`src/design/sat_alu_pkg.sv`:
```
`timescale 1ns / 1ps

package sat_alu_pkg;

  localparam int unsigned DataW  = 32;
  localparam int unsigned WideW  = 64;
  localparam int unsigned OpW    = 3;
  localparam int unsigned NumCells = DataW;

  localparam logic [DataW-1:0] S32Max = 32'h7FFF_FFFF;
  localparam logic [DataW-1:0] S32Min = 32'h8000_0000;

  typedef enum logic [OpW-1:0] {
    OP_ADD   = 3'd0,
    OP_SUB   = 3'd1,
    OP_MUL   = 3'd2,
    OP_DIV   = 3'd3,
    OP_ABS   = 3'd4,
    OP_S64TO32 = 3'd5,
    OP_S32TO64 = 3'd6,
    OP_WORD  = 3'd7
  } op_e;

  typedef struct packed {
    logic [DataW-1:0] val;
    logic             ovf;
  } sat_t;

  // one word in flight along the divider row
  typedef struct packed {
    op_e              op;
    logic [WideW-1:0] res;
    logic             ovf;
    logic             zf;
    logic             dz;
    logic             neg_q;
    logic [DataW-1:0] rem;
    logic [DataW-1:0] quo;
    logic [DataW-1:0] dvs;
  } cell_t;

  function automatic sat_t clamp33(input logic [DataW:0] v);
    sat_t s;
    s.ovf = v[DataW] ^ v[DataW-1];
    if (s.ovf) begin
      s.val = v[DataW] ? S32Min : S32Max;
    end else begin
      s.val = v[DataW-1:0];
    end
    return s;
  endfunction

  function automatic sat_t clamp64(input logic [WideW-1:0] v);
    sat_t s;
    s.ovf = (v[WideW-1:DataW-1] != {(WideW-DataW+1){v[WideW-1]}});
    if (s.ovf) begin
      s.val = v[WideW-1] ? S32Min : S32Max;
    end else begin
      s.val = v[DataW-1:0];
    end
    return s;
  endfunction

endpackage

```
`src/design/sat_alu_back.sv`:
```
`timescale 1ns / 1ps

module sat_alu_back (
  input  logic                                 clk_i,
  input  logic                                 rst_ni,
  input  logic                                 valid_i,
  input  sat_alu_pkg::cell_t                   cell_i,
  output logic                                 done_o,
  output logic signed [sat_alu_pkg::WideW-1:0] result_o,
  output logic                                 overflow_o,
  output logic                                 zero_o,
  output logic                                 div_by_zero_o
);

  localparam int unsigned DW = sat_alu_pkg::DataW;
  localparam int unsigned WW = sat_alu_pkg::WideW;

  logic [DW:0]       neg_quo;
  sat_alu_pkg::sat_t sat;
  logic [WW-1:0]     res_d;
  logic              ovf_d;
  logic              zf_d;
  logic [WW-1:0]     res_q;
  logic              ovf_q;
  logic              zf_q;
  logic              dz_q;
  logic              done_q;

  assign neg_quo = ~{1'b0, cell_i.quo} + {{DW{1'b0}}, 1'b1};

  always_comb begin
    sat   = '0;
    res_d = cell_i.res;
    ovf_d = cell_i.ovf;
    zf_d  = cell_i.zf;
    if (cell_i.op == sat_alu_pkg::OP_MUL) begin
      sat   = sat_alu_pkg::clamp64(cell_i.res);
      res_d = {{(WW-DW){sat.val[DW-1]}}, sat.val};
      ovf_d = sat.ovf;
      zf_d  = (sat.val == '0);
    end else if (cell_i.op == sat_alu_pkg::OP_DIV && !cell_i.dz) begin
      if (cell_i.neg_q) begin
        sat = sat_alu_pkg::clamp33(neg_quo);
      end else begin
        sat = sat_alu_pkg::clamp33({1'b0, cell_i.quo});
      end
      res_d = {{(WW-DW){sat.val[DW-1]}}, sat.val};
      ovf_d = sat.ovf;
      zf_d  = (cell_i.quo == '0);
    end
  end

  always_ff @(posedge clk_i or negedge rst_ni) begin
    if (!rst_ni) begin
      done_q <= 1'b0;
    end else begin
      done_q <= valid_i;
    end
  end

  always_ff @(posedge clk_i) begin
    res_q <= res_d;
    ovf_q <= ovf_d;
    zf_q  <= zf_d;
    dz_q  <= cell_i.dz;
  end

  assign done_o        = done_q;
  assign result_o      = res_q;
  assign overflow_o    = ovf_q;
  assign zero_o        = zf_q;
  assign div_by_zero_o = dz_q;

endmodule

```
`config.mk`:
```
export PLATFORM = sky130hd
export DESIGN_NAME = sat_alu_back
export DESIGN_NICKNAME = d
export VERILOG_FILES = /design/src/design/sat_alu_pkg.sv /design/src/design/sat_alu_back.sv
export SDC_FILE = /design/constraint.sdc
export NUM_CORES = 1
export LEC_CHECK = 0
export BUFFER_PORTS_ARGS = -buffer_cell sky130_fd_sc_hd__buf_2
export CORE_AREA = 2 2 98 100
export DETAILED_ROUTE_END_ITERATION = 16
export DIE_AREA = 0 0 100 102
export GPL_ROUTABILITY_DRIVEN = 1
export HOLD_SLACK_MARGIN = 0.03
export PLACE_DENSITY = 0.8
export SETUP_SLACK_MARGIN = 0.2
export SLEW_MARGIN = 0
export SYNTH_ARGS = -nofsm -noshare
export SYNTH_HDL_FRONTEND = slang
export SYNTH_SLANG_ARGS = --single-unit
```
`constraint.sdc`:
```
create_clock -name clk_i -period 0.8 [get_ports clk_i]
set_clock_uncertainty 0.1 [all_clocks]
set_input_delay 0.12 -clock clk_i [delete_from_list [all_inputs] [get_ports clk_i]]
set_output_delay 0.12 -clock clk_i [all_outputs]
set_load 0.02 [all_outputs]
```
---- Word-level counts from Yosys, hierarchy flattened ----
Index checks and enable logic that the tools add are counted.
operators by class
  add/subtract/negate cells ............... 1
  equal/unequal tests ..................... 3
  muxes and demuxes ....................... 13
  bitwise operators ....................... 2
  reduce and logical (&&, ||, !) cells .... 4
operators with widths
  kind                                                                   count
  32-bit 2-to-1 mux                                                      5
  64-bit 2-to-1 mux                                                      2
  32-bit zero test                                                       2
  33-bit by 1-bit adder with 33-bit output, second input constant        1
  33-bit 2-to-1 mux                                                      1
  32-bit NOT with 33-bit output                                          1
  32-bit inequality test                                                 1
  31-bit 2-to-1 mux                                                      1
  3-bit by 2-bit equality test with 1-bit output, second input constant  2
  1-bit 2-to-1 mux                                                       4
  1-bit logical AND                                                      1
  1-bit zero test                                                        1
  1-bit bitwise XOR                                                      1
word-level totals
  bits in registers ....................... 68
  input bits .............................. 170
  output and inout bits ................... 68
  word-level logic and storage cells ...... 28

---- Depth between registers and ports, before layout ----
  word-level depth ........................ 7
  gate-level depth with buffers ........... 13
  depth with buffers taken out ............ 12

---- Worst setup path before layout ----
OpenSTA, ideal clock, no wires.
  path type ............................... input -> register
  from .................................... in cell_i[45] in the netlist's numbering
  to ...................................... reg res_q[29] (netlist: result_o[29])
  library setup time ...................... 0.091 ns
  data arrival time ....................... 3.250 ns
  data required time ...................... 0.609 ns
  path slack .............................. -2.641 ns
  stages .................................. 11
  path buffers ............................ 1
  cells stage by stage .................... or4_4 -> or4_4 -> nor4_4 -> nand3b_1 -> xor2_1 -> ha_1 -> clkbuf_1 -> a41oi_1 -> a311oi_1 -> a21oi_1 -> a311oi_1
on the way
  word-level cells in the longest chain between the ends .. 7
  elaborated cells between the ends (all ways) .. 8
  classes of those cells .................. 1 x add/sub; 5 x mux; 2 x bitwise
ends and longest elaborated chain
  item                                                    line                                  source
  from (decl)                                             sat_alu_back.sv:7                     input sat_alu_pkg::cell_t cell_i,
  32-bit NOT with 33-bit output *                         sat_alu_back.sv:29                    assign neg_quo = ~{1'b0, cell_i.quo} + {{DW{1'b0}}, 1'b1};
  33-bit by 1-bit adder with 33-bit output *              sat_alu_back.sv:29
  32-bit 2-to-1 mux or 1-bit bitwise XOR (tied branches)  sat_alu_pkg.sv:46, sat_alu_pkg.sv:44
  32-bit 2-to-1 mux *                                     sat_alu_pkg.sv:45                     if (s.ovf) begin
  33-bit 2-to-1 mux *                                     sat_alu_back.sv:42                    if (cell_i.neg_q) begin
  64-bit 2-to-1 mux *                                     sat_alu_back.sv:41                    end else if (cell_i.op == sat_alu_pkg::OP_DIV && !cell_i.dz) begin
  64-bit 2-to-1 mux *                                     sat_alu_back.sv:36                    if (cell_i.op == sat_alu_pkg::OP_MUL) begin
  via res_d[29]                                           sat_alu_back.sv:20                    logic [WW-1:0] res_d;
  to (signal assigned)                                    sat_alu_back.sv:62                    res_q <= res_d;
  to (decl)                                               sat_alu_back.sv:23                    logic [WW-1:0] res_q;
Mark *: on every way through the listed nets, which the timed path passes. The rest lies on a longest branch.

---- Final worst setup path ----
  from .................................... in cell_i[45] in the netlist's numbering
  to ...................................... reg res_q[24] (netlist: result_o[24])
The elaborated chain is that of the path after synthesis.

==> impl_results.rst <==
.. list-table::
   :header-rows: 1

   * - Metric
     - Value
   * - Yosys top cell area share
     - 34.2%
   * - Post-DP HPWL
     - 14.1 mm
   * - Global routing usage summed across all routing layers
     - 45.4%
   * - Required time at the endpoint of the critical path
     - 0.94 ns
   * - Min-delay src
     - valid_i
   * - Time the worst path needs with I/O delays and setup
     - 3.08 ns
   * - Nets
     - 1006
   * - Worst Slack Setup Final
     - -2.28 ns
   * - Most common flop cell mapped by yosys
     - dfxtp_1
   * - Total count of hold-check failures in the final report
     - 3
   * - DIE AREA
     - 10200 µm²
   * - Outcome
     - finished, violations left
   * - Sequential element share of the synthesized area
     - 34.9%
   * - Initial standard-cell utilization of the core
     - 43.0%
   * - Core Util, Final
     - 86.4%
   * - Cell family with the largest share of critical-path delay
     - simple AND/OR/NAND/NOR gates
   * - Post-synthesis to final-layout area growth
     - 101%
   * - Inserted Clock Buffers
     - 9
   * - Final-layout worst hold slack
     - -0.223 ns
   * - # port buffers
     - 173
   * - Post-synthesis instance total
     - 503
   * - Wire length of the first global-routing pass
     - 35.2 mm
   * - TritonCTS clock tree
     - done
   * - Crit-path max FO
     - 5
   * - List of cells traversed by the critical path
     - buf_6 > or4_4 > or4_4 > nor4_4 > nand3b_1 > xor2_2 > ha_4 > nand2b_4 > nor2_4 > buf_6 > a2111oi_4 > a21oi_1
   * - First-iteration detailed-routing DRC count
     - 1273
   * - RSZ-0062 raised after global routing
     - yes
   * - Synth area leaders
     - dfxtp_1 (34%), a21oi_1 (7.4%), o21ai_0 (5.7%), nor2_1 (4.2%), nor3_1 (3.8%)
   * - Per-instance average area after synthesis
     - 7.79 µm²
   * - Highest signal layer in the routed design
     - met5
   * - DRC violations left
     - 0
   * - Largest net degree at the start of global routing
     - 33
   * - Leftover overflow at the end of global routing
     - 0
   * - Critical path's slowest cell
     - or4_4
   * - Netlist area before placement
     - 3920 µm²
   * - Most frequently used cell type in the post-synthesis netlist
     - dfxtp_1
   * - Count of buffer and inverter cells on the critical path
     - 2
   * - Crit path largest cell delay
     - 0.56 ns
   * - FF+latch count, synth
     - 68
   * - Worst Setup Start Kind
     - input pin
   * - Flip-flop and latch area
     - 1450 µm²
   * - Final std cells w/o fill
     - 951
   * - Async S/R FF share, synth
     - 1.47%
   * - Placed insts
     - 905
   * - Data arrival time of the critical path
     - 3.21 ns
   * - Max-cap viol count
     - 0
   * - Power Density
     - 1350 nW/µm²
   * - Die Ht
     - 102 µm
   * - Worst hold endpoint
     - done_o
   * - Overall die width
     - 100 µm
   * - Hold-critical path depth
     - 1
   * - Syn Nets
     - 676
   * - Number of endpoints failing setup at the final stage
     - 134
   * - Synth top cells by count
     - dfxtp_1 (67), a21oi_1 (58), o21ai_0 (45)
   * - Clock transition at the register clock pins on the worst setup and hold paths after CTS
     - 0.09 ns
   * - Wire length reported by the detailed router
     - 28.2 mm
   * - Vias after detailed routing
     - 6838
   * - Non-Filler Cell Area, Final
     - 7870 µm²
   * - Yosys synthesis warning count
     - 0
   * - H-tree depth reported by CTS
     - 3
   * - Max rail drop VDD
     - 999 µV
   * - Routed metal-1 wirelength
     - 8.84 mm
   * - Final estimated routing congestion in global placement
     - 1.03
   * - Initial antenna violation count
     - 2
   * - WL/cell
     - 29.6 µm
   * - Kind of end point of the critical path
     - flip-flop
   * - Count of cell types in the netlist
     - 58
   * - Met3 wire len
     - 4.48 mm
   * - I/O pin cnt
     - 238
   * - Vias in the first global route
     - 6156
   * - Clk buf depth
     - 2
   * - Number of iterations in the first detailed-routing pass
     - 9
   * - Clock root buffer
     - clkbuf_8
   * - Post-synth EDFFs
     - 0
   * - Clock sink count
     - 68
   * - Standby leakage power
     - 3.26 nW
   * - Post-synth top area cell
     - dfxtp_1
   * - Fin. max-slew vios
     - 0
   * - Met2 Routed Length
     - 11.7 mm
   * - Multi-input combinational cell area
     - 3110 µm²
   * - Placeable Area
     - 9110 µm²
   * - Number of standard-cell rows in the floorplan
     - 35
   * - Fraction of final layout cells with drive strength greater than 1
     - 66.7%
   * - Hold-fix buffers at CTS
     - 1
   * - Setup slack at placement
     - -2.69 ns
   * - Violations in the final reports
     - negative hold slack, negative setup slack
   * - Fmax
     - 325 MHz
   * - Hold crit path type
     - input pin to flip-flop
   * - Filler instances
     - 413
   * - Ratio of routed vias to standard cells
     - 7.19
   * - Relative slew slack
     - 18.2%
   * - Crit Path Category
     - input pin to flip-flop
   * - Portion of the clock cycle consumed by the worst path in the final layout
     - 385%
   * - Placed inst area
     - 6280 µm²
   * - Worst Tran Pin Value
     - 1.22 ns
   * - Final ANT Viol Nets
     - 0
-- per-layer routing --
layer | up-vias | GRT usage (%)
li1 | 2588 | -
met1 | 3082 | 52.4
met2 | 824 | 75.8
met3 | 336 | 11.8
met4 | 8 | 27.6
met5 | - | 1.44
-- power by group --
part | internal, W | total, W | switching (W)
Clock | 0.00123 | 0.00285 | 0.00161
Sequential | 0.00376 | 0.00397 | 0.000211
Combinational | 0.00173 | 0.00377 | 0.00204
Total | 0.00673 | 0.0106 | 0.00386
-- how the worst max path moves through the flow --
stage / to / start / slack (ns) / depth (start not counted)
4_1_cts: result_o[6] / cell_i[45] / -2.03 / 12
2_1_floorplan: result_o[29] / cell_i[44] / -2.47 / 11
3_5_place_dp: result_o[3] / cell_i[44] / -2.69 / 11
6_report: result_o[24] / cell_i[45] / -2.28 / 12
5_1_grt: overflow_o / cell_i[45] / -2.29 / 14
3_3_place_gp: result_o[3] / cell_i[44] / -2.63 / 11
-- through the flow --
stage | power (W) | hold slack [ns] | setup TNS [ns]
after global placement | 0.00650 | -0.203 | -155.69
after global routing | 0.0107 | -0.224 | -151.40
after floorplan | 0.00511 | -0.276 | -151.93
after CTS | 0.00982 | -0.245 | -136.22
after detailed placement | 0.00656 | -0.202 | -158.80
final | 0.0106 | -0.223 | -149.25
-- cell type report --
type / count / area share (%)
multi-input cells: 391 / 39.5
repair buffers: 357 / 37.6
flip-flops and latches: 68 / 18.4
well taps: 111 / 1.77
clock buffers: 10 / 1.75
clock inverters: 6 / 0.589
inverters: 6 / 0.286
diodes: 2 / 0.0636
-- placed cells by master (no fill, tap or decap), types with 13 or more instances in the layout --
cell	n
nor2_1	37
nand2_1	27
a21oi_1	21
a211oi_1	13
nor3_1	29
buf_4	153
buf_6	87
o21ai_0	41
buf_2	101
a31oi_1	13
nor4_1	13
a21oi_2	26
dfxtp_2	67
-- logic make-up (layout without fill, tap and decap cells) --
logic type	Yosys count	in the layout	synth area share, %
simple gates	188	188	26.5
compound gates	183	183	29.4
flops	68	68	34.9
buf+inv	44	379	4.50
xor+xnor	17	17	3.80
fa+ha+maj	3	3	0.958
other cells	0	2	0
-- registers in the layout, indices dropped and copies added (netlist names) --
register / count
div_by_zero_o: 1
zero_o: 1
overflow_o: 1
result_o: 64
done_o: 1
-- repair_timing --
item                                    CTS  global route
cloned                                    2             1
gates resized for setup                 204            52
buffers inserted                         20             4
pin swaps                                32            29
endpoints found under the setup margin  134           134
hold endpoints to repair                  6             4
No activity file was read; power rests on OpenSTA's default activity.
