===== src/design/sat_alu_pkg.sv =====
`timescale 1ns / 1ps

package sat_alu_pkg;

  localparam int unsigned DataW  = 32;
  localparam int unsigned WideW  = 64;
  localparam int unsigned OpW    = 3;
  localparam int unsigned NumCells = DataW;

  localparam logic [DataW-1:0] S32Max = 32'h7FFF_FFFF;
  localparam logic [DataW-1:0] S32Min = 32'h8000_0000;

  typedef enum logic [OpW-1:0] {
    OP_ADD   = 3'd0,
    OP_SUB   = 3'd1,
    OP_MUL   = 3'd2,
    OP_DIV   = 3'd3,
    OP_ABS   = 3'd4,
    OP_S64TO32 = 3'd5,
    OP_S32TO64 = 3'd6,
    OP_WORD  = 3'd7
  } op_e;

  typedef struct packed {
    logic [DataW-1:0] val;
    logic             ovf;
  } sat_t;

  // one word in flight along the divider row
  typedef struct packed {
    op_e              op;
    logic [WideW-1:0] res;
    logic             ovf;
    logic             zf;
    logic             dz;
    logic             neg_q;
    logic [DataW-1:0] rem;
    logic [DataW-1:0] quo;
    logic [DataW-1:0] dvs;
  } cell_t;

  function automatic sat_t clamp33(input logic [DataW:0] v);
    sat_t s;
    s.ovf = v[DataW] ^ v[DataW-1];
    if (s.ovf) begin
      s.val = v[DataW] ? S32Min : S32Max;
    end else begin
      s.val = v[DataW-1:0];
    end
    return s;
  endfunction

  function automatic sat_t clamp64(input logic [WideW-1:0] v);
    sat_t s;
    s.ovf = (v[WideW-1:DataW-1] != {(WideW-DataW+1){v[WideW-1]}});
    if (s.ovf) begin
      s.val = v[WideW-1] ? S32Min : S32Max;
    end else begin
      s.val = v[DataW-1:0];
    end
    return s;
  endfunction

endpackage


===== src/design/sat_alu_front.sv =====
`timescale 1ns / 1ps

module sat_alu_front (
  input  logic                                 clk_i,
  input  logic                                 rst_ni,
  input  logic                                 start_i,
  input  logic [sat_alu_pkg::OpW-1:0]          operation_i,
  input  logic signed [sat_alu_pkg::WideW-1:0] operand_a_i,
  input  logic signed [sat_alu_pkg::DataW-1:0] operand_b_i,
  output logic                                 valid_o,
  output sat_alu_pkg::cell_t                   cell_o
);

  localparam int unsigned DW = sat_alu_pkg::DataW;
  localparam int unsigned WW = sat_alu_pkg::WideW;

  logic signed [DW-1:0] a_s;
  logic signed [DW-1:0] b_s;
  logic [DW:0]          sum_w;
  logic [DW:0]          diff_w;
  logic [DW:0]          abs_w;
  logic signed [WW-1:0] prod_s;
  logic [DW-1:0]        a_mag;
  logic [DW-1:0]        b_mag;
  sat_alu_pkg::sat_t    sat;
  sat_alu_pkg::op_e     op;
  sat_alu_pkg::cell_t   cell_d;
  sat_alu_pkg::cell_t   cell_q;
  logic                 valid_q;

  assign a_s    = operand_a_i[DW-1:0];
  assign b_s    = operand_b_i;
  assign op     = sat_alu_pkg::op_e'(operation_i);
  assign sum_w  = {a_s[DW-1], a_s} + {b_s[DW-1], b_s};
  assign diff_w = {a_s[DW-1], a_s} - {b_s[DW-1], b_s};
  assign abs_w  = a_s[DW-1] ? (~{a_s[DW-1], a_s} + {{DW{1'b0}}, 1'b1}) : {a_s[DW-1], a_s};
  assign prod_s = a_s * b_s;
  assign a_mag  = a_s[DW-1] ? (~a_s + {{(DW-1){1'b0}}, 1'b1}) : a_s;
  assign b_mag  = b_s[DW-1] ? (~b_s + {{(DW-1){1'b0}}, 1'b1}) : b_s;

  always_comb begin
    sat          = '0;
    cell_d       = '0;
    cell_d.op    = op;
    cell_d.neg_q = a_s[DW-1] ^ b_s[DW-1];
    cell_d.rem   = '0;
    cell_d.quo   = a_mag;
    cell_d.dvs   = b_mag;
    unique case (op)
      sat_alu_pkg::OP_ADD: begin
        sat        = sat_alu_pkg::clamp33(sum_w);
        cell_d.res = {{(WW-DW){sat.val[DW-1]}}, sat.val};
        cell_d.ovf = sat.ovf;
        cell_d.zf  = (sat.val == '0);
      end
      sat_alu_pkg::OP_SUB: begin
        sat        = sat_alu_pkg::clamp33(diff_w);
        cell_d.res = {{(WW-DW){sat.val[DW-1]}}, sat.val};
        cell_d.ovf = sat.ovf;
        cell_d.zf  = (sat.val == '0);
      end
      sat_alu_pkg::OP_MUL: begin
        cell_d.res = prod_s;
      end
      sat_alu_pkg::OP_DIV: begin
        if (b_s == '0) begin
          cell_d.dz  = 1'b1;
          cell_d.res = a_s[DW-1] ? {{(WW-1){1'b0}}, 1'b1} : {WW{1'b1}};
        end
      end
      sat_alu_pkg::OP_ABS: begin
        sat        = sat_alu_pkg::clamp33(abs_w);
        cell_d.res = {{(WW-DW){sat.val[DW-1]}}, sat.val};
        cell_d.ovf = sat.ovf;
        cell_d.zf  = !sat.ovf && (sat.val == '0);
      end
      sat_alu_pkg::OP_S64TO32: begin
        sat        = sat_alu_pkg::clamp64(operand_a_i);
        cell_d.res = {{(WW-DW){sat.val[DW-1]}}, sat.val};
        cell_d.ovf = sat.ovf;
        cell_d.zf  = (sat.val == '0);
      end
      sat_alu_pkg::OP_S32TO64: begin
        cell_d.res = {{(WW-DW){a_s[DW-1]}}, a_s};
      end
      sat_alu_pkg::OP_WORD: begin
        cell_d.res = {{(WW-16){1'b0}}, operand_a_i[15:0]};
      end
      default: begin
        cell_d.res = '0;
      end
    endcase
  end

  always_ff @(posedge clk_i or negedge rst_ni) begin
    if (!rst_ni) begin
      valid_q <= 1'b0;
    end else begin
      valid_q <= start_i;
    end
  end

  always_ff @(posedge clk_i) begin
    cell_q <= cell_d;
  end

  assign valid_o = valid_q;
  assign cell_o  = cell_q;

endmodule


===== config.mk =====
export PLATFORM = sky130hd
export DESIGN_NAME = sat_alu_front
export DESIGN_NICKNAME = d
export VERILOG_FILES = /design/src/design/sat_alu_pkg.sv /design/src/design/sat_alu_front.sv
export SDC_FILE = /design/constraint.sdc
export NUM_CORES = 2
export LEC_CHECK = 0
export ABC_AREA = 1
export BUFFER_PORTS_ARGS = -buffer_cell sky130_fd_sc_hd__buf_2
export CAP_MARGIN = 0
export CORE_UTILIZATION = 30
export DETAILED_ROUTE_END_ITERATION = 10
export PLACE_DENSITY = 0.51
export SETUP_SLACK_MARGIN = 0.2
export SLEW_MARGIN = 15
export SYNTH_ARGS = -nofsm -noshare
export SYNTH_HDL_FRONTEND = slang
export SYNTH_SLANG_ARGS = --single-unit

===== constraint.sdc =====
create_clock -name clk_i -period 0.9 [get_ports clk_i]
set_clock_uncertainty 0.15 [all_clocks]
set_input_delay 0.045 -clock clk_i [delete_from_list [all_inputs] [get_ports clk_i]]
set_output_delay 0.045 -clock clk_i [all_outputs]
set_load 0.05 [all_outputs]

# [Yosys cells after proc, flatten, opt, wreduce, memory -nomap -nowiden]
# Index checks and enable logic that the tools add are counted.
# Widths: inputs -> output; s select.
[op_classes] addsub=5 n_mul=1 eq_ne=8 mux=20 n_reduce_logical=8 bitwise=7
[op_table] op="$pmux 64 s8" count=1
[op_table] op="$mux 32" count=12
[op_table] op="$logic_not 32->1" count=5
[op_table] op="$mux 64" count=2
[op_table] op="$add 32x1->32 const B" count=2
[op_table] op="$mul 32x32->64" count=1
[op_table] op="$not 32->32" count=2
[op_table] op="$mux 31" count=2
[op_table] op="$add 32x32->33" count=1
[op_table] op="$add 33x1->33 const B" count=1
[op_table] op="$mux 33" count=1
[op_table] op="$not 33->33" count=1
[op_table] op="$sub 32x32->33" count=1
[op_table] op="$ne 32x32->1" count=1
[op_table] op="$eq 3x3->1 const B" count=4
[op_table] op="$pmux 2 s4" count=1
[op_table] op="$eq 3x2->1 const B" count=2
[op_table] op="$xor 1x1->1" count=4
[op_table] op="$eq 3x1->1 const B" count=1
[op_table] op="$logic_not 3->1" count=1
[op_table] op="$logic_and 1x1->1" count=1
[op_table] op="$logic_not 1->1" count=1
[op_table] op="$mux 1" count=1
[totals] elab_cells=60 input_bits=102 out_inout_bits=168 regBits=136

# [Depth between registers and ports, before layout]
[logic_depth] ltp_word=9 ltp_mapped=36 mapped_depth_nobuf=32

# [Worst setup path before layout]
# No wires, ideal clock.
[synth_timing] path_type="input to register" startpoint="input operand_a_i[31] (netlist name)" endpoint="register cell_q, in the netlist cell_o[159]" cell_stages=36 arrival_time_ps=7670 setup_slack_ps=-7043 n_path_buf=4 t_required_ps=627 setup_ps=123 path_cell_list="buf_2 > clkbuf_1 > clkbuf_1 > buf_1 > nand2_1 > inv_1 > fa_1 > inv_1 > fa_1 > inv_1 > fa_1 > fa_1 > inv_1 > fa_1 > inv_1 > fa_1 > inv_1 > fa_1 > inv_1 > fa_1 > ha_1 > nand2_1 > nor2_1 > inv_1 > nor2_1 > inv_1 > nor3_1 > nand3_1 > nand3_1 > nand2_1 > nand2_1 > nand2_1 > nand2_1 > nand2_1 > nand3_1 > nand3_1"
[synth_lines] item="start, declared" line_no="sat_alu_front.sv:8" text="input logic signed [sat_alu_pkg::WideW-1:0] operand_a_i,"
[synth_lines] item="end signal, assigned" line_no="sat_alu_front.sv:104" text="cell_q <= cell_d;"
[synth_lines] item="end, declared" line_no="sat_alu_front.sv:28" text="sat_alu_pkg::cell_t cell_q;"

==> flow_summary.rst <==
.. list-table::
   :header-rows: 1

   * - Metric
     - Value
   * - IO Count
     - 270
   * - Worst-Margin Slew
     - between 900 and 1000 ps
   * - Maximum achievable frequency
     - 0.1470 GHz
   * - Drt drc
     - 0
   * - Post-synthesis register bit count
     - 136
   * - Violations in the final reports
     - negative hold slack, negative setup slack
   * - Htree depth
     - 4
   * - Drt via density
     - 4.707
   * - Portion of synthesized cell area occupied by the leading cell type
     - 43.66%
   * - Total count of hold-check failures in the final report
     - 7
   * - Maximum number of pins on one net before global-route repair
     - 41
   * - Num CTS Buffers
     - 17
   * - Clock root buffer
     - clkbuf_16
   * - Number of design-rule violations left by the first detailed-router iteration
     - between 3,000 and 4,000
   * - DRT Pass-1 Iters
     - 5
   * - Least setup slack across all paths after layout
     - -5901 ps
   * - Worst-path clk slew
     - about 70 ps
   * - EDFF count, synth
     - 0
   * - Clock tree from TritonCTS
     - yes
   * - Fraction of the yosys area taken by sequential cells
     - roughly 5.5%
   * - Most used flip-flop cell after synthesis
     - dfxtp_1
   * - # Max-Cap Violations
     - 0
   * - Worst slew margin
     - 35.68%
   * - Status
     - complete, but fails checks
   * - Die W
     - 409.1 µm
   * - Number of global-route vias before repair
     - 49,957
   * - Average instance area after synthesis
     - 7.441 µm²
   * - Core area
     - approximately 160,000 µm²
   * - Synth top area cells
     - fa_1 44%, inv_1 13%, nand2_1 13%
   * - Total Routing Usage GR
     - 27.27%
   * - Longest individual stage delay on the worst path
     - 600 ps
   * - Total number of yosys warnings
     - 0
   * - Final clock period utilization by the worst path
     - 755.7%
   * - Number of antenna violations at the first check in global routing
     - 13
   * - Overflow left after global routing
     - 0
   * - Share of layout cells above drive strength 1
     - 36.01%
   * - Clock Path Buffers
     - 2
   * - Top fanout value on the critical path
     - 4
   * - Class of the tightest hold or removal check
     - input pin to register
   * - Required time of the worst setup path
     - 1160 ps
   * - Final HPWL DP
     - 196,300 µm
   * - Total wire length
     - 231,700 µm
   * - Count of hold buffers inserted by post-cts repair
     - 7
   * - Number of unique standard cell types used by synthesis
     - 58
   * - Synth-to-Final Area Change
     - 46.85%
   * - Area of the die
     - 167,300 µm²
   * - Routed wire length per instance
     - between 20 and 25 µm
   * - Non-filler cells, final
     - around 10,000
   * - WHS
     - -161.4 ps
   * - Number of slew-limit violations in the final report
     - 0
   * - Effective utilization at floorplan
     - 30.16%
   * - Final period demand of the worst path
     - ~7000 ps
   * - Final Net Count
     - 9,670
   * - Placement Rows
     - 149
   * - Arrival time at the worst endpoint
     - 7060 ps
   * - Total number of vias
     - 49,139
   * - Setup repair after global routing missed its margin
     - true
   * - Clock sinks
     - 136
   * - Critical Path Slowest Stage Cell
     - fa_2
   * - Cell taking the most area after synthesis
     - fa_1
   * - Number of I/O port buffers
     - ~240
   * - Total standard cell area after synthesis
     - 49,710 µm²
   * - Cell count after placement
     - between 10,000 and 15,000
   * - Setup crit end kind
     - register
   * - Vertical die dimension
     - between 400 and 500 µm
   * - Launching element type of the critical path
     - input pin
   * - Remaining number of nets flagged by the antenna check after routing
     - 0
   * - Classification of the worst setup path
     - input pin to register
   * - Post-synth ARST share
     - 0.7353%
   * - Number of endpoints failing setup at the final stage
     - 266
   * - Wire length of the first global-routing pass
     - 332,800 µm
   * - Fill cell instance count of the final layout
     - about 17,000
   * - Mapped Cells
     - 6,680
   * - Final estimated routing congestion in global placement
     - 1.056
## critical path, delay by kind of cell
| kind | cells | cell delay [ps] |
|---|---|---|
| xor+xnor | 1 | 320 |
| buf+inv | 10 | 1160 |
| compound gates | 5 | 760 |
| simple gates | 5 | 450 |
| fa+ha+maj | 10 | 4300 |
## cells in the mapped netlist (3+ instances only)
cell type	n
nor4_1	15
o21ai_1	11
o21ai_0	181
o21bai_1	23
a21oi_2	5
ha_1	252
a221oi_1	4
buf_2	25
a31oi_1	16
buf_1	32
a41oi_1	4
dfxtp_1	135
a21boi_0	5
a22oi_1	4
nand2_1	1665
nand4_1	38
inv_1	1773
nand3_1	194
nand3b_1	8
or2_2	11
nor2_1	341
buf_4	45
nor2_4	10
xor2_1	78
o2111ai_1	10
fa_1	1084
o21a_1	7
xnor2_1	20
clkbuf_1	238
nor3_2	3
a211oi_1	3
buf_6	16
or2_0	3
nand2_4	4
and2_1	5
nand2_2	23
nor2_2	18
nor3_1	54
a21o_1	9
o211ai_1	18
a21oi_1	239
inv_2	31
## stage by stage
| stage | cell area (µm²) | util, % | hold slack, ps | TNS [ps] | setup slack (ps) |
|---|---|---|---|---|---|
| 6_report | 73000 | 44.29 | -161.4 | -446430 | -5901 |
| 5_1_grt | 72990 | 44.29 | -176.7 | -462620 | -6012 |
| 4_1_cts | 69830 | 42.37 | -195.2 | -449350 | -5835 |
| 3_5_place_dp | 65430 | 39.70 | -329.9 | -510950 | -7027 |
| 3_3_place_gp | 65430 | 39.70 | -331.2 | -511870 | -7074 |
| 2_1_floorplan | 52820 | - | -400.6 | -340800 | -6316 |
## final cells by class
type	instances	area (µm²)	area share (%)
inverter	1806	6819	9.341
tap	2189	2739	3.752
clock inverter	12	96.34	0.1320
sequential	136	2873	3.935
clock buffer	19	432.9	0.5931
timing repair buffer	1860	16680	22.85
multi-input combinational	4411	43340	59.37
antenna	6	15.01	0.02057
## what timing repair did
action,4_1_cts,5_1_grt
gates resized for setup,659,580
setup buffers,120,108
cloned,6,5
hold endpoints to repair,17,7
setup endpoints to repair,266,266
pin swaps,277,369
## layout by cell type (no fill, tap or decap), types with 65 or more instances in the layout
| cell type | n |
|---|---|
| a21oi_1 | 133 |
| inv_2 | 159 |
| nand2_1 | 1520 |
| nand2_4 | 65 |
| ha_1 | 158 |
| xor2_1 | 69 |
| o21ai_0 | 93 |
| nor2_4 | 74 |
| inv_1 | 1633 |
| buf_4 | 1286 |
| dfxtp_2 | 116 |
| nor2_1 | 251 |
| fa_2 | 102 |
| buf_2 | 179 |
| ha_4 | 78 |
| fa_1 | 982 |
| nand2_2 | 101 |
| buf_12 | 157 |
| buf_6 | 188 |
| a21oi_2 | 86 |
| nand3_1 | 146 |
## final timing paths
check | from | endpoint | slack, ps | depth (start not counted)
max in group asynchronous | rst_ni | valid_o$_DFF_PN0_ | 280 | 3
min | operand_b_i[0] | cell_o[0]$_DFF_P_ | -160 | 2
min in group asynchronous | rst_ni | valid_o$_DFF_PN0_ | 220 | 3
max | operand_a_i[9] | cell_o[128]$_DFF_P_ | -5900 | 31
## routing by layer
layer	share of wire, %	GRT usage (%)	up-vias
met4	4.4	10.18	10
met5	0.030	0	-
met1	42	36.41	24707
met2	47	44.40	1735
met3	6.8	4.118	349
li1	-	-	22338
## flip-flops by register name, indices dropped and copies added (netlist names)
register,count
cell_o,135
valid_o,1
## logic make-up (layout without fill, tap and decap cells)
| logic type | Yosys count | in the layout | synth area share [%] |
|---|---|---|---|
| other | 1 | 38 | 0.007544 |
| adders and majority gates | 1336 | 1336 | 50.00 |
| DFF | 136 | 136 | 5.487 |
| and+or+nand+nor | 2396 | 2396 | 19.63 |
| AOI/OAI and AO/OA | 549 | 549 | 6.159 |
| xor gates and xnor gates | 98 | 98 | 1.727 |
| buffers and inverters | 2164 | 3697 | 16.99 |
Power is left out: the tool's default activity adds up to more than one toggle a clock period on the data nets, which glitch-free logic cannot reach.
