--- src/design/sat_alu_pkg.sv ---
`timescale 1ns / 1ps

package sat_alu_pkg;

  localparam int unsigned DataW  = 32;
  localparam int unsigned WideW  = 64;
  localparam int unsigned OpW    = 3;
  localparam int unsigned NumCells = DataW;

  localparam logic [DataW-1:0] S32Max = 32'h7FFF_FFFF;
  localparam logic [DataW-1:0] S32Min = 32'h8000_0000;

  typedef enum logic [OpW-1:0] {
    OP_ADD   = 3'd0,
    OP_SUB   = 3'd1,
    OP_MUL   = 3'd2,
    OP_DIV   = 3'd3,
    OP_ABS   = 3'd4,
    OP_S64TO32 = 3'd5,
    OP_S32TO64 = 3'd6,
    OP_WORD  = 3'd7
  } op_e;

  typedef struct packed {
    logic [DataW-1:0] val;
    logic             ovf;
  } sat_t;

  // one word in flight along the divider row
  typedef struct packed {
    op_e              op;
    logic [WideW-1:0] res;
    logic             ovf;
    logic             zf;
    logic             dz;
    logic             neg_q;
    logic [DataW-1:0] rem;
    logic [DataW-1:0] quo;
    logic [DataW-1:0] dvs;
  } cell_t;

  function automatic sat_t clamp33(input logic [DataW:0] v);
    sat_t s;
    s.ovf = v[DataW] ^ v[DataW-1];
    if (s.ovf) begin
      s.val = v[DataW] ? S32Min : S32Max;
    end else begin
      s.val = v[DataW-1:0];
    end
    return s;
  endfunction

  function automatic sat_t clamp64(input logic [WideW-1:0] v);
    sat_t s;
    s.ovf = (v[WideW-1:DataW-1] != {(WideW-DataW+1){v[WideW-1]}});
    if (s.ovf) begin
      s.val = v[WideW-1] ? S32Min : S32Max;
    end else begin
      s.val = v[DataW-1:0];
    end
    return s;
  endfunction

endpackage

--- src/design/sat_alu_cell.sv ---
`timescale 1ns / 1ps

module sat_alu_cell (
  input  logic               clk_i,
  input  logic               rst_ni,
  input  logic               valid_i,
  input  sat_alu_pkg::cell_t cell_i,
  output logic               valid_o,
  output sat_alu_pkg::cell_t cell_o
);

  localparam int unsigned DW = sat_alu_pkg::DataW;

  logic [DW:0]        shifted;
  logic [DW:0]        trial;
  logic               fits;
  sat_alu_pkg::cell_t cell_d;
  sat_alu_pkg::cell_t cell_q;
  logic               valid_q;

  // one restoring division step: one quotient bit per cell
  assign shifted = {cell_i.rem, cell_i.quo[DW-1]};
  assign trial   = shifted - {1'b0, cell_i.dvs};
  assign fits    = !trial[DW];

  always_comb begin
    cell_d     = cell_i;
    cell_d.rem = fits ? trial[DW-1:0] : shifted[DW-1:0];
    cell_d.quo = {cell_i.quo[DW-2:0], fits};
  end

  always_ff @(posedge clk_i or negedge rst_ni) begin
    if (!rst_ni) begin
      valid_q <= 1'b0;
    end else begin
      valid_q <= valid_i;
    end
  end

  always_ff @(posedge clk_i) begin
    cell_q <= cell_d;
  end

  assign valid_o = valid_q;
  assign cell_o  = cell_q;

endmodule

--- config.mk ---
export PLATFORM = sky130hd
export DESIGN_NAME = sat_alu_cell
export DESIGN_NICKNAME = d
export VERILOG_FILES = /design/src/design/sat_alu_pkg.sv /design/src/design/sat_alu_cell.sv
export SDC_FILE = /design/constraint.sdc
export NUM_CORES = 1
export LEC_CHECK = 0
export BUFFER_PORTS_ARGS = -buffer_cell sky130_fd_sc_hd__buf_2
export CORE_AREA = 2 2 131 133
export CTS_CLUSTER_SIZE = 12
export DETAILED_ROUTE_END_ITERATION = 6
export DIE_AREA = 0 0 133 135
export PLACE_DENSITY_LB_ADDON = 0.25
export SETUP_SLACK_MARGIN = 0.15
export SYNTH_ARGS = -nofsm -noshare
export SYNTH_HDL_FRONTEND = slang
export SYNTH_SLANG_ARGS = --single-unit
--- constraint.sdc ---
create_clock -name clk_i -period 0.8 [get_ports clk_i]
set_input_delay 0.08 -clock clk_i [delete_from_list [all_inputs] [get_ports clk_i]]
set_output_delay 0.08 -clock clk_i [all_outputs]
set_load 0.05 [all_outputs]
# --- After elaboration in Yosys (flattened, before gate mapping) ---
# Cells that the tools add are included.
word_totals:
  ff_bits: 168
  input_bits: 170
classes:
  add_sub_neg: 1
  muxes: 1
  n_reduce_logical: 1
ops:
  columns: ["op", "count"]
  rows:
  - ["33-bit by 32-bit subtractor with 33-bit output", 1]
  - ["32-bit 2-to-1 mux", 1]
  - ["1-bit zero test", 1]

# --- Depth between registers and ports, before layout ---
# Gate-level depths: netlist (run 1).
depth:
  ltp_word: 2
  ltp_mapped: 13

# --- Least setup slack after synthesis (run 1) ---
# No wires, ideal clock.
synth_path:
  path_kind: "input to register"
  start: "input cell_i[16] in the netlist's numbering"
  end: "register cell_q, in the netlist cell_o[67]"
  arrival_time_ns: 2.351
  required_ns: 0.679
  slack_ns: -1.672
  path_stages: 12
  cell_sequence: "inv_1 ha_1 buf_6 a21oi_4 o211ai_1 a221o_1 a211o_1 o21a_1 o211ai_4 inv_2 buf_6 mux2_4"
synth_lines:
  columns: ["element", "line", "rtl"]
  rows:
  - ["from (decl)", "sat_alu_cell.sv:7", "input sat_alu_pkg::cell_t cell_i,"]
  - ["to (signal assigned)", "sat_alu_cell.sv:41", "cell_q <= cell_d;"]
  - ["to (decl)", "sat_alu_cell.sv:18", "sat_alu_pkg::cell_t cell_q;"]

==> flow_results.org, run 1 <==
** Outcome
- The flow ran to the end, but the final reports show violations.
- The final reports fail on negative hold slack, negative setup slack.

** Placement
- In this run the cell area measured after placement is 8890 sq um.
- At the end of routability-driven placement, the weighted congestion stood at 0.892.
- Number of buffer cells added on primary ports :: ~340
- Number of placed instances, taps included :: 1190
- Prior to clock tree synthesis, the placed netlist has a worst setup slack of -1900 ps.
- Summed over all nets, the half-perimeter wirelength after detailed placement is 16100 um.

** Synth
- Count of flip-flops with a built-in enable after synthesis :: 0
- The average instance in the mapped netlist occupies 11.0 sq um.
- Number of instances in the synthesized netlist :: about 530
- Async SR Flop Fraction :: 0.595%
- Sorting the synthesized cells by area gives the leading types as dfxtp_1 (57%), ha_1 (6.9%), mux2_4 (4.6%).
- Syn nets :: 731
- Top cell type by total area after synthesis :: dfxtp_1
- After synthesis, the netlist uses 50 different library cells.
- Among all flip-flop cells after synthesis, the most frequent one is dfxtp_1.
- Yosys printed 0 warnings.
- Netlist area before placement :: 5820 sq um
- Yosys reg bits :: 168
- For this run, the register share of the synthesized area comes to 57.9%.
- Share of the synthesized area in the top cell type :: 57.4%

** Finish
- Cells fill 78.2% of the core in the end.
- Number of nets in the layout :: 1346
- Fin cells :: 1377
- Final design instance area without fill :: 12800 sq um
- P&R area growth vs syn :: 120%
- Cells with a size suffix above 1 make up 62.2% of the layout.

** Power
- Leakage component of the power :: roughly 6.1 nW
- Power spread over the standard cell area amounts to 2140 nW/um^2.
- The design draws 27.5 mW.
- IR analysis of the VDD net gives a maximum drop of 0.00153 V.

** Worst setup path
- STA classifies the critical path endpoint as a flop.
- The kind of cell with the highest combined delay along the critical path is compound AO/OA/AOI/OAI gates.
- Required time at the endpoint of the critical path :: between 1000 and 1500 ps
- The slowest stage of the critical path is the a221o_1 cell.
- Arrival time worst endpoint :: 2360 ps
- Walking the worst path, the cells encountered are buf_8, inv_6, ha_4, a21oi_4, o211ai_1, a221o_1, a211o_1, o21a_1, o211ai_4, inv_4, buf_12, mux2_4.
- The worst setup path is launched from an input pin.
- Of all nets on the critical path, the largest fanout is 7.
- The critical path contains buffers and inverters numbering 4 combined.
- In this design, the stage delay of the slowest critical-path cell is 340 ps.
- Critical Setup Path Class :: input pin to flop

** Timing
- Headroom to the max-slew limit :: 72.0%
- Clock period minus worst slack :: between 2000 and 2500 ps
- Final period utilization :: 256%
- The final-report max-slew violation count was 0.
- Fin. Hold Viols :: 18
- After layout, the worst setup slack is -1250 ps.
- After routing, the total negative slack on setup checks comes to -70330 ps.
- Setup violations remaining at the end of the flow were counted as around 200.
- Static timing analysis puts the maximum clock frequency at 488 MHz.
- RSZ-0062 raised after global routing :: true
- Pin slew with the least headroom to its limit :: 416 ps
- Final hold analysis gives a worst-case slack of -228 ps.

** Floorplan
- Width of the chip :: around 130 um
- Std-Cell Core Area :: 16400 sq um
- In this run the core area contains 47 standard-cell rows.
- Top-Level Pins :: 338
- The die covers 18000 sq um.
- Die Y :: 135 um
- Initial core utilization :: 35.5%

** Clock tree
- Number of buffers added by the clock tree synthesis step :: 17
- H-Tree Level Count :: 4
- TritonCTS built the clock tree.
- Clock slew at reported path FFs :: about 80 ps
- In this run the deepest clock path goes through 2 buffers.
- CTS saw roughly 170 sinks.
- CTS placed an instance of clkbuf_16 at the clock tree root.

** GRT
- Entering global routing, the biggest net connects 19 pins.
- Number of antenna violations at the first check in global routing :: 5
- The first global-routing pass estimated a little under 40000 um of wire.
- Sum of overflow across all layers after global routing :: 0
- Via count of the first global-routing pass :: 6762
- GRT Util Overall :: 29.0%

** Detailed routing
- The count of nets left with antenna violations once routing finished came out at 0.
- For this block, the via count after detailed routing is approximately 6.4k.
- Routed wirelength normalized by instance count :: 19.2 um
- Number of remaining DRC errors :: 0
- Number of design-rule violations left by the first detailed-router iteration :: 331
- DRT Wirelength :: 26500 um
- The first TritonRoute pass finished after 4 iterations.
- Using the TritonRoute via totals, the vias-per-cell ratio works out to about 4.6.

** Worst hold path
- Min-delay worst type :: input pin to flop

** Run
- Max-cap violations in this run came to 0.
[synthesized netlist by cell type, drive strengths merged, types with 2 or more instances]
cell type,number
a211oi,4
a21boi,2
a21o,15
a21oi,36
a31oi,2
and2,3
and3,6
and4,2
buf,4
clkbuf,11
dfxtp,167
ha,32
inv,42
mux2,18
nand2,44
nand2b,5
nand3,11
nand4,7
nor2,16
nor2b,5
nor3,4
o2111ai,2
o211ai,9
o21a,6
o21ai,24
o21bai,5
o31ai,5
o41ai,2
xnor2,14
xor2,10
[sequential cells by signal, indices dropped and copies added (netlist names)]
register / count
valid_o: 1
cell_o: 167
[power by group]
group	internal [mW]	switching (mW)
combinational	4.52	4.94
sequential	9.25	0.526
clock	4.27	3.98
total	18.0	9.45
[cell type report]
class,instances,area [sq um]
tap,220,275
antenna,1,2.50
multi-input combinational,303,2390
sequential,168,3580
clock buffer,18,439
inverter,42,168
clock inverter,14,150
timing repair buffer,611,5830
fill,957,3570
[layout by cell type (no fill, tap or decap), types with 26 or more instances in the layout]
cell           count
a21oi_1           27
inv_1             36
nand2_1           43
buf_4            124
buf_2            166
ha_1              26
dfxtp_2          165
buf_6             26
dlygate4sd3_1    142
buf_8            147
[what timing repair did]
item,in CTS,in global routing
hold endpoints to repair,167,18
gates resized for setup,502,39
pin swaps,19,3
buffers inserted,6,2
hold buffers,142,1
setup endpoints to repair,201,202
cloned,2,2
[logic make-up (layout without fill, tap and decap cells)]
family	count (synthesis)	count (layout)	synth area share, %
muxes	18	18	4.64
buffers and inverters	57	685	4.08
adders and majority gates	33	33	7.22
other	0	1	0
AOI/OAI and AO/OA	120	120	13.7
xor gates and xnor gates	24	24	3.61
and+or+nand+nor	108	108	8.90
DFF	168	168	57.9
[worst paths after layout]
check	end	startpoint	depth (start not counted)
setup / recovery	cell_o[89]	cell_i[16]	12
hold / removal	cell_o[0]	cell_i[0]	1
max in group asynchronous	valid_o	rst_ni	2
min in group asynchronous	valid_o	rst_ni	2
[metal layers]
layer  global-route usage, %  share of wire (%)  routed length (um)
met5                       0               0.21                  55
met4                    14.4                4.4                1170
met3                    7.06                5.4                1440
met2                    52.5                 52               13700
met1                    31.9                 38               10100
Note: power is estimated with default switching activity, not from simulation.
==> run 2, diff against run 1 <==
--- a/config.mk
+++ b/config.mk
@@ -6,10 +6,12 @@
 export NUM_CORES = 1
 export LEC_CHECK = 0
 export BUFFER_PORTS_ARGS = -buffer_cell sky130_fd_sc_hd__buf_2
-export CORE_AREA = 2 2 131 133
+export CELL_PAD_IN_SITES_DETAIL_PLACEMENT = 0
+export CELL_PAD_IN_SITES_GLOBAL_PLACEMENT = 1
+export CORE_MARGIN = 2
+export CORE_UTILIZATION = 32
 export CTS_CLUSTER_SIZE = 12
 export DETAILED_ROUTE_END_ITERATION = 6
-export DIE_AREA = 0 0 133 135
 export PLACE_DENSITY_LB_ADDON = 0.25
 export SETUP_SLACK_MARGIN = 0.15
 export SYNTH_ARGS = -nofsm -noshare
==> run 2 against run 1 <==
  * The run still ends with negative hold slack, negative setup slack left
  * Power rose by 1.3%
  * Utilization fell by 5.2 points
  * Via count fell by 1.2%
  * Setup slack got worse by 64 ps
  * Sequential cell count did not move
  * Maximum frequency fell by 3.0%
  * Worst hold slack got worse by 11 ps
  * Clock power rose by 1%
  * First-iteration DRC count fell by 26%
  * Highest routed layer is now met4
==> flow_results.org, run 2 (synthesized netlist as in run 1, its figures left out) <==
** Finish
- P&R area growth vs syn :: 125% (was 120%)
- Most frequent cells in the layout: dfxtp_2 (167), buf_2 (163), dlygate4sd3_1 (147), buf_8 (145), buf_4 (114) (was buf_2 (166), dfxtp_2 (165), buf_8 (147), dlygate4sd3_1 (142), buf_4 (124)).
- The most common cell after layout, fill and taps aside is dfxtp_2 (was buf_2).
- The filler-free cell count of the finished design is 1390 (was 1377).
- Max FFs per register :: 167 (unchanged)
- The final net count was 1349 (was 1346).
- The share of cells above drive strength 1 is 63.4% (was 62.2%).
- Finished Core Util :: 73.0% (was 78.2%)

** Placement
- Final estimated routing congestion in global placement :: 0.842 (was 0.892)
- Number of buffer cells added on primary ports :: 337 (unchanged)
- The total instance count after detailed placement came to 1186 (was 1190).
- Detailed placement HPWL :: 16000 um (was 16100 um)

** Worst setup path
- Critical path startpoint category :: input pin (unchanged)
- Longest individual stage delay on the worst path :: 330 ps (was 340 ps)
- Largest delay share family, worst path :: compound AO/OA/AOI/OAI gates (unchanged)
- Sequence of cells on the critical path: buf_8, ha_4, a21oi_4, o211ai_1, a221o_1, a211o_1, o21a_1, o211ai_4, inv_4, buf_12, buf_16, mux2_4 (was buf_8, inv_6, ha_4, a21oi_4, o211ai_1, a221o_1, a211o_1, o21a_1, o211ai_4, inv_4, buf_12, mux2_4).
- Arrival time worst endpoint :: 2430 ps (was 2360 ps)
- CP endpoint kind :: flop (unchanged)
- Critical Setup Path Class :: input pin to flop (unchanged)
- The largest driver fanout on the critical path came to 5 (was 7).
- The cell at the slowest stage of the critical path was a221o_1 (unchanged).
- The sum of buffers and inverters on the critical path is 4 (unchanged).
- The critical path required time was 1110 ps (about the same).

** GRT
- The number of global-route vias before repair came to 6669 (was 6762).
- The global-route wire length before repair is 38400 um (was 39200 um).
- The leftover overflow at the end of global routing was 0 (unchanged).
- Largest net degree at the start of global routing :: 20 (was 19)
- The global router's overall resource usage came to 25.8% (was 29.0%).
- The number of antenna violations at the first check in global routing was 2 (was 5).

** Floorplan
- The die area is 19300 sq um (was 18000 sq um).
- The core area is 17900 sq um (was 16400 sq um).
- Width of the chip :: 139 um (was 133 um)
- The initial cell density of the core came to 32.5% (was 35.5%).
- The total number of placement rows is 49 (was 47).
- The die span in y was 139 um (was 135 um).
- The number of top-level design ports came to 338 (unchanged).

** Detailed routing
- Total iterations of the first detailed-routing run :: 4 (unchanged)
- The count of vias placed by the detailed router was 6307 (was 6384).
- Average vias per placed instance :: 4.54 (was 4.64)
- The number of antenna-violating nets in the routed design is 0 (unchanged).
- DRT Wirelength :: 25700 um (was 26500 um)
- The first-iteration detailed-routing DRC count was 245 (was 331).
- The residual DRC count is 0 (unchanged).
- The mean routed wirelength per cell is 18.5 um (was 19.2 um).

** Power
- The combinational power share was 35.1% (was 34.4%).
- The leakage dissipation came to 6.21 nW (was 6.13 nW).
- Power density relative to cell area :: 2130 nW/um^2 (was 2140 nW/um^2)
- Sequential share of power :: 35.0% (was 35.6%)
- Worst vdd rail ir drop :: 0.00145 V (was 0.00153 V)
- The switching share of total power was 34.5% (was 34.4%).
- Tot Pwr :: 27.9 mW (was 27.5 mW)
- Reported net switching power :: 9.61 mW (was 9.45 mW)
- Portion of total power attributed to the clock network :: 30.0% (about the same)
- The cell-internal power came to 18.2 mW (was 18.0 mW).

** Timing
- The time the worst path needs with I/O delays and setup came to 2110 ps (was 2050 ps).
- Pin slew with the least headroom to its limit :: 430 ps (was 416 ps)
- The number of failing setup endpoints in the final timing report came to 201 (unchanged).
- Setup WS post-layout :: -1310 ps (was -1250 ps)
- The maximum clock frequency came to 473 MHz (was 488 MHz).
- Fin. Hold Viols :: 21 (was 18)
- Worst slack on hold paths :: -239 ps (was -228 ps)
- Final total negative setup slack :: -72920 ps (was -70330 ps)
- The fraction of the cycle the final worst path needs was 264% (was 256%).
- RSZ-0062 raised after global routing: true (unchanged).
- Headroom to the max-slew limit :: 71.3% (was 72.0%)
- The final-report max-slew violation count came to 0 (unchanged).

** Clock tree
- H-Tree Level Count :: 4 (unchanged)
- Num Clock Sinks :: 168 (unchanged)
- Clock tree buffer depth :: 2 (unchanged)
- CTS Hold Buffers Added :: 147 (was 142)
- The clock input transition at the sequential cells of the worst setup and hold paths came to 70 ps (was 80 ps).
- The clock tree from TritonCTS was done (unchanged).
- Cell at the root of the clock tree :: clkbuf_16 (unchanged)
- Number of buffers added by the clock tree synthesis step :: 17 (unchanged)

** Outcome
- Violated checks: negative hold slack, negative setup slack (unchanged).
- Run status: finished, violations left (unchanged).

** Worst hold path
- The origin of the worst min-delay path is cell_i[0] (unchanged).
- End point of the worst hold path :: cell_o[0] (unchanged)
- Number of cells on the worst hold path :: 1 (unchanged)
- The path class of the lowest-slack min-delay path is input pin to flop (unchanged).

** Run
- The max-capacitance violation count was 0 (unchanged).
run 2: cell types whose count changed in the layout (fill, tap and decap cells not counted), sizes merged:
cell         delta
diode           +1
inv             +2
clkbuf          -1
buf             -2
dlygate4sd3     +5
clkinvlp        -1
run 2: power by group through the flow:
stage	Sequential [mW]	Combinational [mW]	Clock [mW]
after floorplan	12.2	1.98	0
after global placement	9.55	6.90	0
after detailed placement	9.54	6.93	0
after CTS	9.69	9.22	8.50
after global routing	9.80	10.2	8.84
final	9.74	9.77	8.34
run 2: repair_timing:
item | CTS | global route
endpoints found under the setup margin | 201 | 201
pin swaps | 22 | 19
cloned | 2 | 3
resized for setup | 505 | 69
hold endpoints to repair | 168 | 22
setup buffers | 11 | 7
run 2: layout make-up:
| cell class | instances | area [sq um] |
|---|---|---|
| tap | 229 | 287 |
| multi-input combinational | 303 | 2500 |
| sequential | 168 | 3580 |
| inverter | 42 | 170 |
| antenna | 2 | 5.00 |
| timing repair buffer | 614 | 5940 |
| fill | 1188 | 4830 |
| clock buffer | 17 | 425 |
| clock inverter | 15 | 171 |
run 2: worst max-delay path by stage:
| stage | end | from | cells past startpoint |
|---|---|---|---|
| detailed placement | cell_o[90] | cell_i[0] | 11 |
| CTS | cell_o[69] | cell_i[63] | 14 |
| floorplan | cell_o[67] | cell_i[79] | 11 |
| global route | cell_o[81] | cell_i[63] | 14 |
| finish | cell_o[70] | cell_i[79] | 12 |
| global placement | cell_o[78] | cell_i[0] | 12 |
run 2: routing by layer:
metal	GRT usage (%)	part of all wire [%]	up-vias
li1	-	-	3058
met1	29.7	40	2946
met2	46.6	52	251
met3	5.52	5.1	52
met4	10.0	3.3	0
met5	0	0	-
run 2: through the flow:
step | hold WS [ps] | cell area, sq um | setup WS, ps
2_1_floorplan | -216 | 6130 | -1530
3_3_place_gp | -146 | 8810 | -1800
3_5_place_dp | -144 | 8810 | -1870
4_1_cts | -267 | 12700 | -1230
5_1_grt | -256 | 13100 | -1340
6_report | -239 | 13100 | -1310
